--- src/bg_tilemap_fetch_decode_unit_defines.svh ---
// Assertion macros shared by the tilemap fetch and decode RTL.
`ifndef BG_TILEMAP_FETCH_DECODE_UNIT_DEFINES_SVH
`define BG_TILEMAP_FETCH_DECODE_UNIT_DEFINES_SVH

// Check a condition that must hold in the cycle after a trigger.
`define BGTF_ASSERT_NEXT(lbl, trig, cons, msg) \
    lbl: assert property (@(posedge clk) disable iff (!rst_n) (trig) |=> (cons)) \
        else $error(msg);

// Check a condition in the same cycle as a trigger.
`define BGTF_ASSERT_SAME(lbl, trig, cons, msg) \
    lbl: assert property (@(posedge clk) disable iff (!rst_n) (trig) |-> (cons)) \
        else $error(msg);

`endif

--- src/bgtf_pkg.sv ---
// Types, register codes and helper functions for the tilemap fetch and decode unit.
package bgtf_pkg;

    localparam int CFG_INDEX_W = 3;
    localparam int CFG_DATA_W  = 16;

    typedef enum logic [CFG_INDEX_W-1:0] {
        REG_MAP_BASE       = 3'd0,
        REG_MAP_SIZE       = 3'd1,
        REG_TALL_TILES     = 3'd2,
        REG_HIRES          = 3'd3,
        REG_COLOR_DEPTH    = 3'd4,
        REG_CHAR_BASE      = 3'd5,
        REG_PRIORITY_PAIR  = 3'd6,
        REG_PALETTE_OFFSET = 3'd7
    } cfg_reg_t;

    typedef struct packed {
        logic [15:0] map_base;
        logic [1:0]  map_size;
        logic        tall_tiles;
        logic        hires;
        logic [1:0]  color_depth;
        logic [15:0] char_base;
        logic [7:0]  priority_pair;
        logic [6:0]  palette_offset;
    } cfg_t;

    // Depth code three behaves as eight bits per pixel.
    function automatic logic [1:0] eff_depth(input logic [1:0] code);
        eff_depth = (code == 2'd3) ? 2'd2 : code;
    endfunction

    // Low-bit mask for a map dimension of 2**bits pixels.
    function automatic logic [10:0] wrap_mask(input logic [3:0] bits);
        logic [11:0] full;
        full      = ~(12'hfff << bits);
        wrap_mask = full[10:0];
    endfunction

endpackage

--- src/bgtf_if.sv ---
// Item and result channel interfaces of the tilemap fetch and decode unit.
interface bgtf_item_if;
    logic        valid;
    logic        ready;
    logic [15:0] h_offset;
    logic [15:0] v_offset;
    logic [15:0] tile_entry;

    modport source (output valid, h_offset, v_offset, tile_entry, input ready);
    modport sink   (input valid, h_offset, v_offset, tile_entry, output ready);
endinterface

interface bgtf_result_if;
    logic        valid;
    logic        ready;
    logic [15:0] map_address;
    logic [11:0] tile_number;
    logic [2:0]  pixel_row;
    logic        flip_x;
    logic        flip_y;
    logic [3:0]  tile_priority;
    logic [2:0]  palette_number;
    logic [10:0] palette_index;

    modport source (output valid, map_address, tile_number, pixel_row, flip_x, flip_y,
                    tile_priority, palette_number, palette_index, input ready);
    modport sink   (input valid, map_address, tile_number, pixel_row, flip_x, flip_y,
                    tile_priority, palette_number, palette_index, output ready);
endinterface

--- src/bgtf_cfg_regs.sv ---
// Configuration register file of the tilemap fetch and decode unit.
module bgtf_cfg_regs (
    input  logic                                clk,
    input  logic                                rst_n,
    input  logic                                write_en,
    input  logic [bgtf_pkg::CFG_INDEX_W-1:0]    index,
    input  logic [bgtf_pkg::CFG_DATA_W-1:0]     data,
    output bgtf_pkg::cfg_t                      cfg
);
    import bgtf_pkg::*;

    cfg_t cfg_reg;
    cfg_t cfg_next;

    always_comb
    begin
        cfg_next = cfg_reg;
        if (write_en)
        begin
            case (cfg_reg_t'(index))
                REG_MAP_BASE:       cfg_next.map_base       = data;
                REG_MAP_SIZE:       cfg_next.map_size       = data[1:0];
                REG_TALL_TILES:     cfg_next.tall_tiles     = data[0];
                REG_HIRES:          cfg_next.hires          = data[0];
                REG_COLOR_DEPTH:    cfg_next.color_depth    = data[1:0];
                REG_CHAR_BASE:      cfg_next.char_base      = data;
                REG_PRIORITY_PAIR:  cfg_next.priority_pair  = data[7:0];
                REG_PALETTE_OFFSET: cfg_next.palette_offset = data[6:0];
                default:            cfg_next = cfg_reg;
            endcase
        end
    end

    always_ff @(posedge clk or negedge rst_n)
    begin
        if (!rst_n)
        begin
            cfg_reg <= '0;
        end
        else
        begin
            cfg_reg <= cfg_next;
        end
    end

    assign cfg = cfg_reg;

endmodule

--- src/bg_tilemap_fetch_decode_unit.sv ---
// Top level of the background tilemap fetch and decode unit.
// Usage:
//   items   : one transaction carries a scrolled h_offset, v_offset and the
//             tilemap word read for that spot.
//   results : one transaction per item: tilemap byte address, character
//             index, mirrored pixel row, flip bits, priority, palette number
//             and palette index.
//   cfg_*   : write port for the eight layer registers; write only while no
//             transaction is in flight.
// The pipeline has three register stages: offset wrap and map-word decode,
// quadrant position, character base add and palette index, address add.
// Throughput is one transaction per cycle while results.ready stays high.
// Reset clears every stage valid bit and the layer registers to zero. When
// the receiver stalls the output stage holds its result and the earlier
// stages keep filling until every stage holds a transaction, then
// items.ready drops; nothing is lost or repeated.
`include "bg_tilemap_fetch_decode_unit_defines.svh"

module bg_tilemap_fetch_decode_unit (
    input  logic                             clk,
    input  logic                             rst_n,
    bgtf_item_if.sink                        items,
    bgtf_result_if.source                    results,
    input  logic                             cfg_write_en,
    input  logic [bgtf_pkg::CFG_INDEX_W-1:0] cfg_index,
    input  logic [bgtf_pkg::CFG_DATA_W-1:0]  cfg_data
);
    import bgtf_pkg::*;

    cfg_t        cfg;
    logic [1:0]  depth;
    logic        wide_tiles;

    bgtf_cfg_regs u_cfg (
        .clk      (clk),
        .rst_n    (rst_n),
        .write_en (cfg_write_en),
        .index    (cfg_index),
        .data     (cfg_data),
        .cfg      (cfg)
    );

    assign depth      = eff_depth(cfg.color_depth);
    // Hires forces 16-pixel-wide tiles.
    assign wide_tiles = cfg.hires | cfg.tall_tiles;

    // Per-stage advance: a stage takes new data when empty or draining.
    logic s1_ready;
    logic s2_ready;
    logic s3_ready;

    logic s1_valid_reg;
    logic s2_valid_reg;
    logic s3_valid_reg;

    assign s3_ready    = !s3_valid_reg || results.ready;
    assign s2_ready    = !s2_valid_reg || s3_ready;
    assign s1_ready    = !s1_valid_reg || s2_ready;
    assign items.ready = s1_ready;

    // ---------------------------------------------------------------
    // Stage 1: wrap the offsets and decode the map word.
    // ---------------------------------------------------------------
    logic [10:0] s1_h_reg,     s1_h_next;
    logic [10:0] s1_v_reg,     s1_v_next;
    logic [9:0]  s1_char_reg,  s1_char_next;
    logic        s1_fx_reg,    s1_fx_next;
    logic        s1_fy_reg,    s1_fy_next;
    logic [3:0]  s1_pri_reg,   s1_pri_next;
    logic [2:0]  s1_pnum_reg,  s1_pnum_next;
    logic [2:0]  s1_row_reg,   s1_row_next;

    logic [3:0]  h_bits;
    logic [3:0]  v_bits;
    logic        step_col;
    logic        step_row;

    always_comb
    begin
        // Map width in pixels is 2**h_bits, height 2**v_bits.
        h_bits = 4'd8 + 4'(cfg.hires) + 4'(cfg.tall_tiles) + 4'(cfg.map_size[0]);
        v_bits = 4'd8 + 4'(cfg.hires) + 4'(cfg.tall_tiles) + 4'(cfg.map_size[1]);

        s1_h_next = items.h_offset[10:0] & wrap_mask(h_bits);
        s1_v_next = items.v_offset[10:0] & wrap_mask(v_bits);

        s1_fy_next   = items.tile_entry[15];
        s1_fx_next   = items.tile_entry[14];
        s1_pri_next  = items.tile_entry[13] ? cfg.priority_pair[7:4]
                                            : cfg.priority_pair[3:0];
        s1_pnum_next = items.tile_entry[12:10];

        // Pick the sub-character of a 16-pixel tile; wraps in the 10-bit field.
        step_col     = wide_tiles && (items.h_offset[3] != items.tile_entry[14]);
        step_row     = cfg.tall_tiles && (items.v_offset[3] != items.tile_entry[15]);
        s1_char_next = items.tile_entry[9:0] + 10'(step_col) + {5'd0, step_row, 4'd0};

        s1_row_next  = items.v_offset[2:0] ^ {3{items.tile_entry[15]}};
    end

    always_ff @(posedge clk or negedge rst_n)
    begin
        if (!rst_n)
        begin
            s1_valid_reg <= 1'b0;
        end
        else if (s1_ready)
        begin
            s1_valid_reg <= items.valid;
        end
    end

    always_ff @(posedge clk)
    begin
        if (s1_ready && items.valid)
        begin
            s1_h_reg    <= s1_h_next;
            s1_v_reg    <= s1_v_next;
            s1_char_reg <= s1_char_next;
            s1_fx_reg   <= s1_fx_next;
            s1_fy_reg   <= s1_fy_next;
            s1_pri_reg  <= s1_pri_next;
            s1_pnum_reg <= s1_pnum_next;
            s1_row_reg  <= s1_row_next;
        end
    end

    // ---------------------------------------------------------------
    // Stage 2: quadrant position, character base add, palette index.
    // ---------------------------------------------------------------
    logic [11:0] s2_pos_reg,   s2_pos_next;
    logic [11:0] s2_tnum_reg,  s2_tnum_next;
    logic [10:0] s2_pidx_reg,  s2_pidx_next;
    logic        s2_fx_reg;
    logic        s2_fy_reg;
    logic [3:0]  s2_pri_reg;
    logic [2:0]  s2_pnum_reg;
    logic [2:0]  s2_row_reg;

    logic [4:0]  tx_low;
    logic [4:0]  ty_low;
    logic        tx_quad;
    logic        ty_quad;
    logic [11:0] quad_x;
    logic [11:0] quad_y;
    logic [11:0] base_chars;
    logic [11:0] depth_mask;
    logic [12:0] tnum_sum;
    logic [10:0] pal_shift;

    always_comb
    begin
        tx_low  = wide_tiles ? s1_h_reg[8:4] : s1_h_reg[7:3];
        tx_quad = wide_tiles ? s1_h_reg[9]   : s1_h_reg[8];
        ty_low  = cfg.tall_tiles ? s1_v_reg[8:4] : s1_v_reg[7:3];
        ty_quad = cfg.tall_tiles ? s1_v_reg[9]   : s1_v_reg[8];

        // Right-hand screens sit one 32x32 screen on; lower ones after all upper ones.
        quad_x = cfg.map_size[0] ? 12'h400 : 12'h000;
        quad_y = cfg.map_size[1] ? (cfg.map_size[0] ? 12'h800 : 12'h400) : 12'h000;

        s2_pos_next = {2'b00, ty_low, tx_low}
                    + (ty_quad ? quad_y : 12'h000)
                    + (tx_quad ? quad_x : 12'h000);

        case (depth)
            2'd0:    base_chars = cfg.char_base[15:4];
            2'd1:    base_chars = {1'b0, cfg.char_base[15:5]};
            default: base_chars = {2'b00, cfg.char_base[15:6]};
        endcase
        depth_mask   = 12'hfff >> depth;
        tnum_sum     = {3'b000, s1_char_reg} + {1'b0, base_chars};
        s2_tnum_next = tnum_sum[11:0] & depth_mask;

        case (depth)
            2'd0:    pal_shift = {6'd0, s1_pnum_reg, 2'b00};
            2'd1:    pal_shift = {4'd0, s1_pnum_reg, 4'h0};
            default: pal_shift = {s1_pnum_reg, 8'h00};
        endcase
        s2_pidx_next = {4'd0, cfg.palette_offset} + pal_shift;
    end

    always_ff @(posedge clk or negedge rst_n)
    begin
        if (!rst_n)
        begin
            s2_valid_reg <= 1'b0;
        end
        else if (s2_ready)
        begin
            s2_valid_reg <= s1_valid_reg;
        end
    end

    always_ff @(posedge clk)
    begin
        if (s2_ready && s1_valid_reg)
        begin
            s2_pos_reg  <= s2_pos_next;
            s2_tnum_reg <= s2_tnum_next;
            s2_pidx_reg <= s2_pidx_next;
            s2_fx_reg   <= s1_fx_reg;
            s2_fy_reg   <= s1_fy_reg;
            s2_pri_reg  <= s1_pri_reg;
            s2_pnum_reg <= s1_pnum_reg;
            s2_row_reg  <= s1_row_reg;
        end
    end

    // ---------------------------------------------------------------
    // Stage 3: tilemap byte address; output register.
    // ---------------------------------------------------------------
    logic [15:0] s3_addr_reg, s3_addr_next;
    logic [11:0] s3_tnum_reg;
    logic [10:0] s3_pidx_reg;
    logic        s3_fx_reg;
    logic        s3_fy_reg;
    logic [3:0]  s3_pri_reg;
    logic [2:0]  s3_pnum_reg;
    logic [2:0]  s3_row_reg;

    // Two bytes per map word; wrap to 16 bits.
    assign s3_addr_next = cfg.map_base + {3'b000, s2_pos_reg, 1'b0};

    always_ff @(posedge clk or negedge rst_n)
    begin
        if (!rst_n)
        begin
            s3_valid_reg <= 1'b0;
        end
        else if (s3_ready)
        begin
            s3_valid_reg <= s2_valid_reg;
        end
    end

    always_ff @(posedge clk)
    begin
        if (s3_ready && s2_valid_reg)
        begin
            s3_addr_reg <= s3_addr_next;
            s3_tnum_reg <= s2_tnum_reg;
            s3_pidx_reg <= s2_pidx_reg;
            s3_fx_reg   <= s2_fx_reg;
            s3_fy_reg   <= s2_fy_reg;
            s3_pri_reg  <= s2_pri_reg;
            s3_pnum_reg <= s2_pnum_reg;
            s3_row_reg  <= s2_row_reg;
        end
    end

    assign results.valid          = s3_valid_reg;
    assign results.map_address    = s3_addr_reg;
    assign results.tile_number    = s3_tnum_reg;
    assign results.pixel_row      = s3_row_reg;
    assign results.flip_x         = s3_fx_reg;
    assign results.flip_y         = s3_fy_reg;
    assign results.tile_priority  = s3_pri_reg;
    assign results.palette_number = s3_pnum_reg;
    assign results.palette_index  = s3_pidx_reg;

    // ---------------------------------------------------------------
    // Assertions: every accepted transaction moves into the next stage; items.ready drops only on a full, stalled pipe.
    // ---------------------------------------------------------------
    logic pipe_full;

    assign pipe_full = s1_valid_reg && s2_valid_reg && s3_valid_reg;

    `BGTF_ASSERT_NEXT(a_stage1_load, items.valid && items.ready, s1_valid_reg, "lost at stage 1")
    `BGTF_ASSERT_NEXT(a_stage2_load, s1_valid_reg && s2_ready, s2_valid_reg, "lost at stage 2")
    `BGTF_ASSERT_NEXT(a_stage3_load, s2_valid_reg && s3_ready, results.valid, "lost at stage 3")
    `BGTF_ASSERT_SAME(a_full_stall, !items.ready, pipe_full && !results.ready, "early stall")

endmodule

--- src/flat_wrapper.sv ---
// flat-port wrapper written by rule: the top's interface ports become plain ports
module bg_tilemap_fetch_decode_unit_flat import bgtf_pkg::*;
  (clk, rst_n, cfg_write_en, cfg_index, cfg_data, items_valid, items_h_offset, items_v_offset, items_tile_entry, items_ready, results_valid, results_map_address, results_tile_number, results_pixel_row, results_flip_x, results_flip_y, results_tile_priority, results_palette_number, results_palette_index, results_ready);
  bgtf_item_if items_i ();
  bgtf_result_if results_i ();
  input  logic clk;
  input  logic rst_n;
  input  logic cfg_write_en;
  input  logic [bgtf_pkg::CFG_INDEX_W-1:0] cfg_index;
  input  logic [bgtf_pkg::CFG_DATA_W-1:0] cfg_data;
  input wire logic [$bits(items_i.valid)-1:0] items_valid;
  input wire logic [$bits(items_i.h_offset)-1:0] items_h_offset;
  input wire logic [$bits(items_i.v_offset)-1:0] items_v_offset;
  input wire logic [$bits(items_i.tile_entry)-1:0] items_tile_entry;
  output wire logic [$bits(items_i.ready)-1:0] items_ready;
  output wire logic [$bits(results_i.valid)-1:0] results_valid;
  output wire logic [$bits(results_i.map_address)-1:0] results_map_address;
  output wire logic [$bits(results_i.tile_number)-1:0] results_tile_number;
  output wire logic [$bits(results_i.pixel_row)-1:0] results_pixel_row;
  output wire logic [$bits(results_i.flip_x)-1:0] results_flip_x;
  output wire logic [$bits(results_i.flip_y)-1:0] results_flip_y;
  output wire logic [$bits(results_i.tile_priority)-1:0] results_tile_priority;
  output wire logic [$bits(results_i.palette_number)-1:0] results_palette_number;
  output wire logic [$bits(results_i.palette_index)-1:0] results_palette_index;
  input wire logic [$bits(results_i.ready)-1:0] results_ready;
  assign items_i.valid = items_valid;
  assign items_i.h_offset = items_h_offset;
  assign items_i.v_offset = items_v_offset;
  assign items_i.tile_entry = items_tile_entry;
  assign items_ready = items_i.ready;
  assign results_valid = results_i.valid;
  assign results_map_address = results_i.map_address;
  assign results_tile_number = results_i.tile_number;
  assign results_pixel_row = results_i.pixel_row;
  assign results_flip_x = results_i.flip_x;
  assign results_flip_y = results_i.flip_y;
  assign results_tile_priority = results_i.tile_priority;
  assign results_palette_number = results_i.palette_number;
  assign results_palette_index = results_i.palette_index;
  assign results_i.ready = results_ready;
  bg_tilemap_fetch_decode_unit u_core (.clk(clk), .rst_n(rst_n), .items(items_i), .results(results_i), .cfg_write_en(cfg_write_en), .cfg_index(cfg_index), .cfg_data(cfg_data));
endmodule
--- config.mk ---
export PLATFORM = sky130hd
export DESIGN_NAME = bg_tilemap_fetch_decode_unit_flat
export DESIGN_NICKNAME = d
export VERILOG_FILES = /design/src/bgtf_pkg.sv /design/src/bgtf_if.sv /design/src/bgtf_cfg_regs.sv /design/src/bg_tilemap_fetch_decode_unit.sv /design/src/flat_wrapper.sv
export VERILOG_INCLUDE_DIRS = /design/src /design/src/src
export SDC_FILE = /design/constraint.sdc
export NUM_CORES = 1
export LEC_CHECK = 0
export ABC_AREA = 1
export BUFFER_PORTS_ARGS = -buffer_cell sky130_fd_sc_hd__buf_2
export CORE_ASPECT_RATIO = 0.6
export CORE_UTILIZATION = 64
export CTS_BUF_LIST = sky130_fd_sc_hd__clkbuf_8
export CTS_CLUSTER_DIAMETER = 200
export DETAILED_ROUTE_END_ITERATION = 10
export PLACE_DENSITY = 0.95
export SLEW_MARGIN = 20
export SYNTH_ARGS = -nofsm -noshare
export SYNTH_HDL_FRONTEND = slang
export SYNTH_SLANG_ARGS = --single-unit
--- constraint.sdc ---
create_clock -name clk -period 6.8 [get_ports clk]
set_input_delay 0.34 -clock clk [delete_from_list [all_inputs] [get_ports clk]]
set_output_delay 0.34 -clock clk [all_outputs]
set_load 0.02 [all_outputs]
==> impl_metrics.csv <==
group,metric,value,unit
floorplanning,row_count,31,
final_layout,layout.nets,967,
power,pwr-share-seq,49.0,%
setup_path,crit_buf_inv,3,
global_route,grt_max_degree,53,
synth,syn_nets,847,
power,sw_frac_of_total,34.2,%
setup_path,crit_fanout,11,
clock_network,numCtsBuffers,17,
sta,fin_crit_sh,42.5,%
setup_path,critPathKind,"register to register",
setup_path,required,7.02,ns
drt,vias_per_cell,5.60,
final_layout,drive_gt1_share,19.3,%
global_route,grt_overflow,0,
drt,drc_errors,0,
hold_path,holdCritPathClass,"primary input to async pin",
sta,maxSlewViolCount,0,
setup_path,ff2ff_path_depth,12,
setup_path,crit_chain,"inv_1 > nand2_4 > inv_2 > a21oi_1 > ha_1 > inv_1 > fa_1 > nand3b_1 > nand3_1 > nand2_1 > nand2_1 > nor2_1",
sta,hold_violations,12,
power,clockPowerShare,22.4,%
final_layout,largest_reg_flops,49,
final_layout,fin_area,0.00943,mm^2
final_layout,final_util,76.5,%
placed_design,dp_hpwl,12100,um
sta,fin_tns_setup,0,ns
run_status,violations,"negative hold slack",
sta,rsz0062_at_grt,"no",
clock_network,clkLatencyLatePin,0.47,ns
synth,synthCells,733,
sta,whs,-0.0181,ns
synth,ys_seq_elements,186,
floorplanning,die_width,149,um
placed_design,port_buffers,109,
synth,avgSynthCellArea,11.3,um^2
job,cap_viol_max_count,0,
floorplanning,core-area,0.0123,mm^2
setup_path,worstSetupStartpointType,"register",
clock_network,cts_tree,"yes",
clock_network,cts_hold_buf,0,
setup_path,rrSetupSlack,3.91,ns
final_layout,area_growth,13.8,%
synth,async_reset_ff_share,28.0,%
synth,syn_area,0.00829,mm^2
power,power,0.00346,W
clock_network,postCtsSetupBuffers,0,
drt,wl,17400,um
floorplanning,start_util,67.2,%
floorplanning,ios,125,
drt,drtIter0Drc,487,
synth,ys_seq_area_share,64.3,%
synth,yosysTopAreaCell,"edfxtp_1",
power,powerDensity,367,mW/mm^2
sta,finalCriticalPeriod,2.89,ns
setup_path,cp_top_family,"simple AND/OR/NAND/NOR gates",
clock_network,cts-resized-gates,0,
power,p_leak,4.33,nW
run_status,status,"finished with violations",
global_route,antenna_found_initial,0,
global_route,grt_pass1_vias,5806,
sta,worst_pin_slew,1.08,ns
synth,yosysTopAreaCellShare,48.6,%
synth,synth_edf_count,134,
global_route,grtUsageTotal,27.7,%
placed_design,place_area,0.00901,mm^2
clock_network,path_clk_slew,0.09,ns
drt,wl_per_cell,16.9,um
placed_design,place_congestion,0.927,
clock_network,clockBufferDepth,2,
synth,ys.flop_type,"edfxtp_1",
setup_path,slowest_stage,"dfrtp_1",
clock_network,cts_root_buf,"clkbuf_8",
global_route,grt_pass1_wl,27900,um
sta,max_clock_freq,346,MHz
clock_network,cts_num_sinks,186,
sta,setup_violations,0,
setup_path,max_stage_delay,0.61,ns
setup_path,path_depth,12,
setup_path,end_kind,"register",
drt,via_count,5776,
power,internal_power,0.00228,W
drt,detail-route-antenna-nets,0,
floorplanning,dieArea,0.0134,mm^2
setup_path,cp_data_arrival_time,3.11,ns
power,irDropWorstVdd,194,uV
power,comb_power_share,28.5,%
synth,ys_types,43,
synth,synth.top_cells.by_count,"nand2_1 (167), edfxtp_1 (134), inv_1 (94)",
synth,yosysMostFrequentCell,"nand2_1",
floorplanning,fp.dieH,90.1,um
sta,slew_headroom,27.6,%
drt,firstDrtPassIters,5,
clock_network,htreeDepth,4,
sta,fin_skew,0.0165,ns
synth,ys_warn_count,0,
power,power.net_switching,0.00118,W
synth,synthTopCellsByArea,"edfxtp_1 (49%), dfrtp_1 (16%), nand2_1 (7.6%)",
==> final cells by class <==
class,instances,area [um^2]
flip-flops and latches,186,5330
fillers,778,2900
multi-input cells,435,2530
repair buffers,112,568
inverters,101,379
clock buffers,17,234
well taps,165,206
clock inverters,15,188
diodes,1,2.50
==> cells in the final DEF (no fill, tap or decap), types with 2 or more instances in the layout <==
master / Yosys / routed
nand3_1: 20 / 20
ha_1: 37 / 37
and2_1: 2 / 2
nor2_2: 2 / 2
o21bai_1: 3 / 3
o31a_1: 2 / 2
o21ai_0: 17 / 17
buf_4: 2 / 3
xor2_1: 23 / 23
a22oi_1: 2 / 2
o22ai_1: 9 / 9
xnor2_1: 7 / 7
mux2_2: 4 / 4
clkbuf_8: 0 / 17
nand2_2: 2 / 2
a21oi_1: 32 / 31
dfrtp_1: 52 / 52
bufinv_16: 0 / 3
edfxtp_1: 134 / 134
inv_8: 0 / 2
inv_1: 94 / 94
nand4_1: 4 / 4
inv_6: 0 / 4
inv_2: 6 / 7
nand2_1: 167 / 167
nor2_1: 41 / 41
o21a_1: 3 / 3
fa_1: 5 / 5
clkinvlp_4: 0 / 3
buf_2: 6 / 109
o21ai_1: 40 / 40
==> metal layers <==
layer	track usage (%)	vias up	wire length, um
met4	10.8	0	352
li1	-	2696	-
met1	36.4	2756	7360
met3	7.16	40	1590
met2	44.5	284	8130
met5	0	-	0
==> cells by family after synthesis <==
kind of cell | share of synthesized area, %
compound gates | 7.70
buf+inv | 5.34
xor+xnor | 3.17
simple gates | 12.2
fa+ha+maj | 6.79
mux | 0.543
flops | 64.3
==> metrics by stage <==
| step | hold WS, ns | setup WS [ns] | std cells |
|---|---|---|---|
| floorplan | 0.0444 | 3.32 | 733 |
| detailed placement | 0.405 | 4.03 | 999 |
| CTS | 0.000665 | 4.02 | 1031 |
| finish | -0.0181 | 3.91 | 1032 |
| global route | 0.0307 | 3.76 | 1031 |
| global placement | 0.401 | 4.12 | 999 |
==> worst paths after layout <==
check | start | endpoint
setup / recovery | u_core.u_cfg.cfg[32] | u_core.s2_tnum_reg[10]
hold / removal | rst_n | u_core.results.valid
setup reg to reg | u_core.u_cfg.cfg[32] | u_core.s2_tnum_reg[10]
hold reg to reg | u_core.s2_tnum_reg[7] | u_core.results.tile_number[7]
max in group asynchronous | rst_n | u_core.u_cfg.cfg[6]
min in group clk | items_h_offset[4] | u_core.s1_h_reg[4]
==> power groups by stage <==
stage / registers [W] / clock network [W] / logic, W
after floorplan: 0.00180 / 0 / 0.000566
after global placement: 0.00170 / 0 / 0.000907
after detailed placement: 0.00172 / 0 / 0.000963
after CTS: 0.00170 / 0.000778 / 0.000977
after global routing: 0.00172 / 0.000825 / 0.00109
final: 0.00170 / 0.000778 / 0.000988
Note: power is estimated with default switching activity, not from simulation.
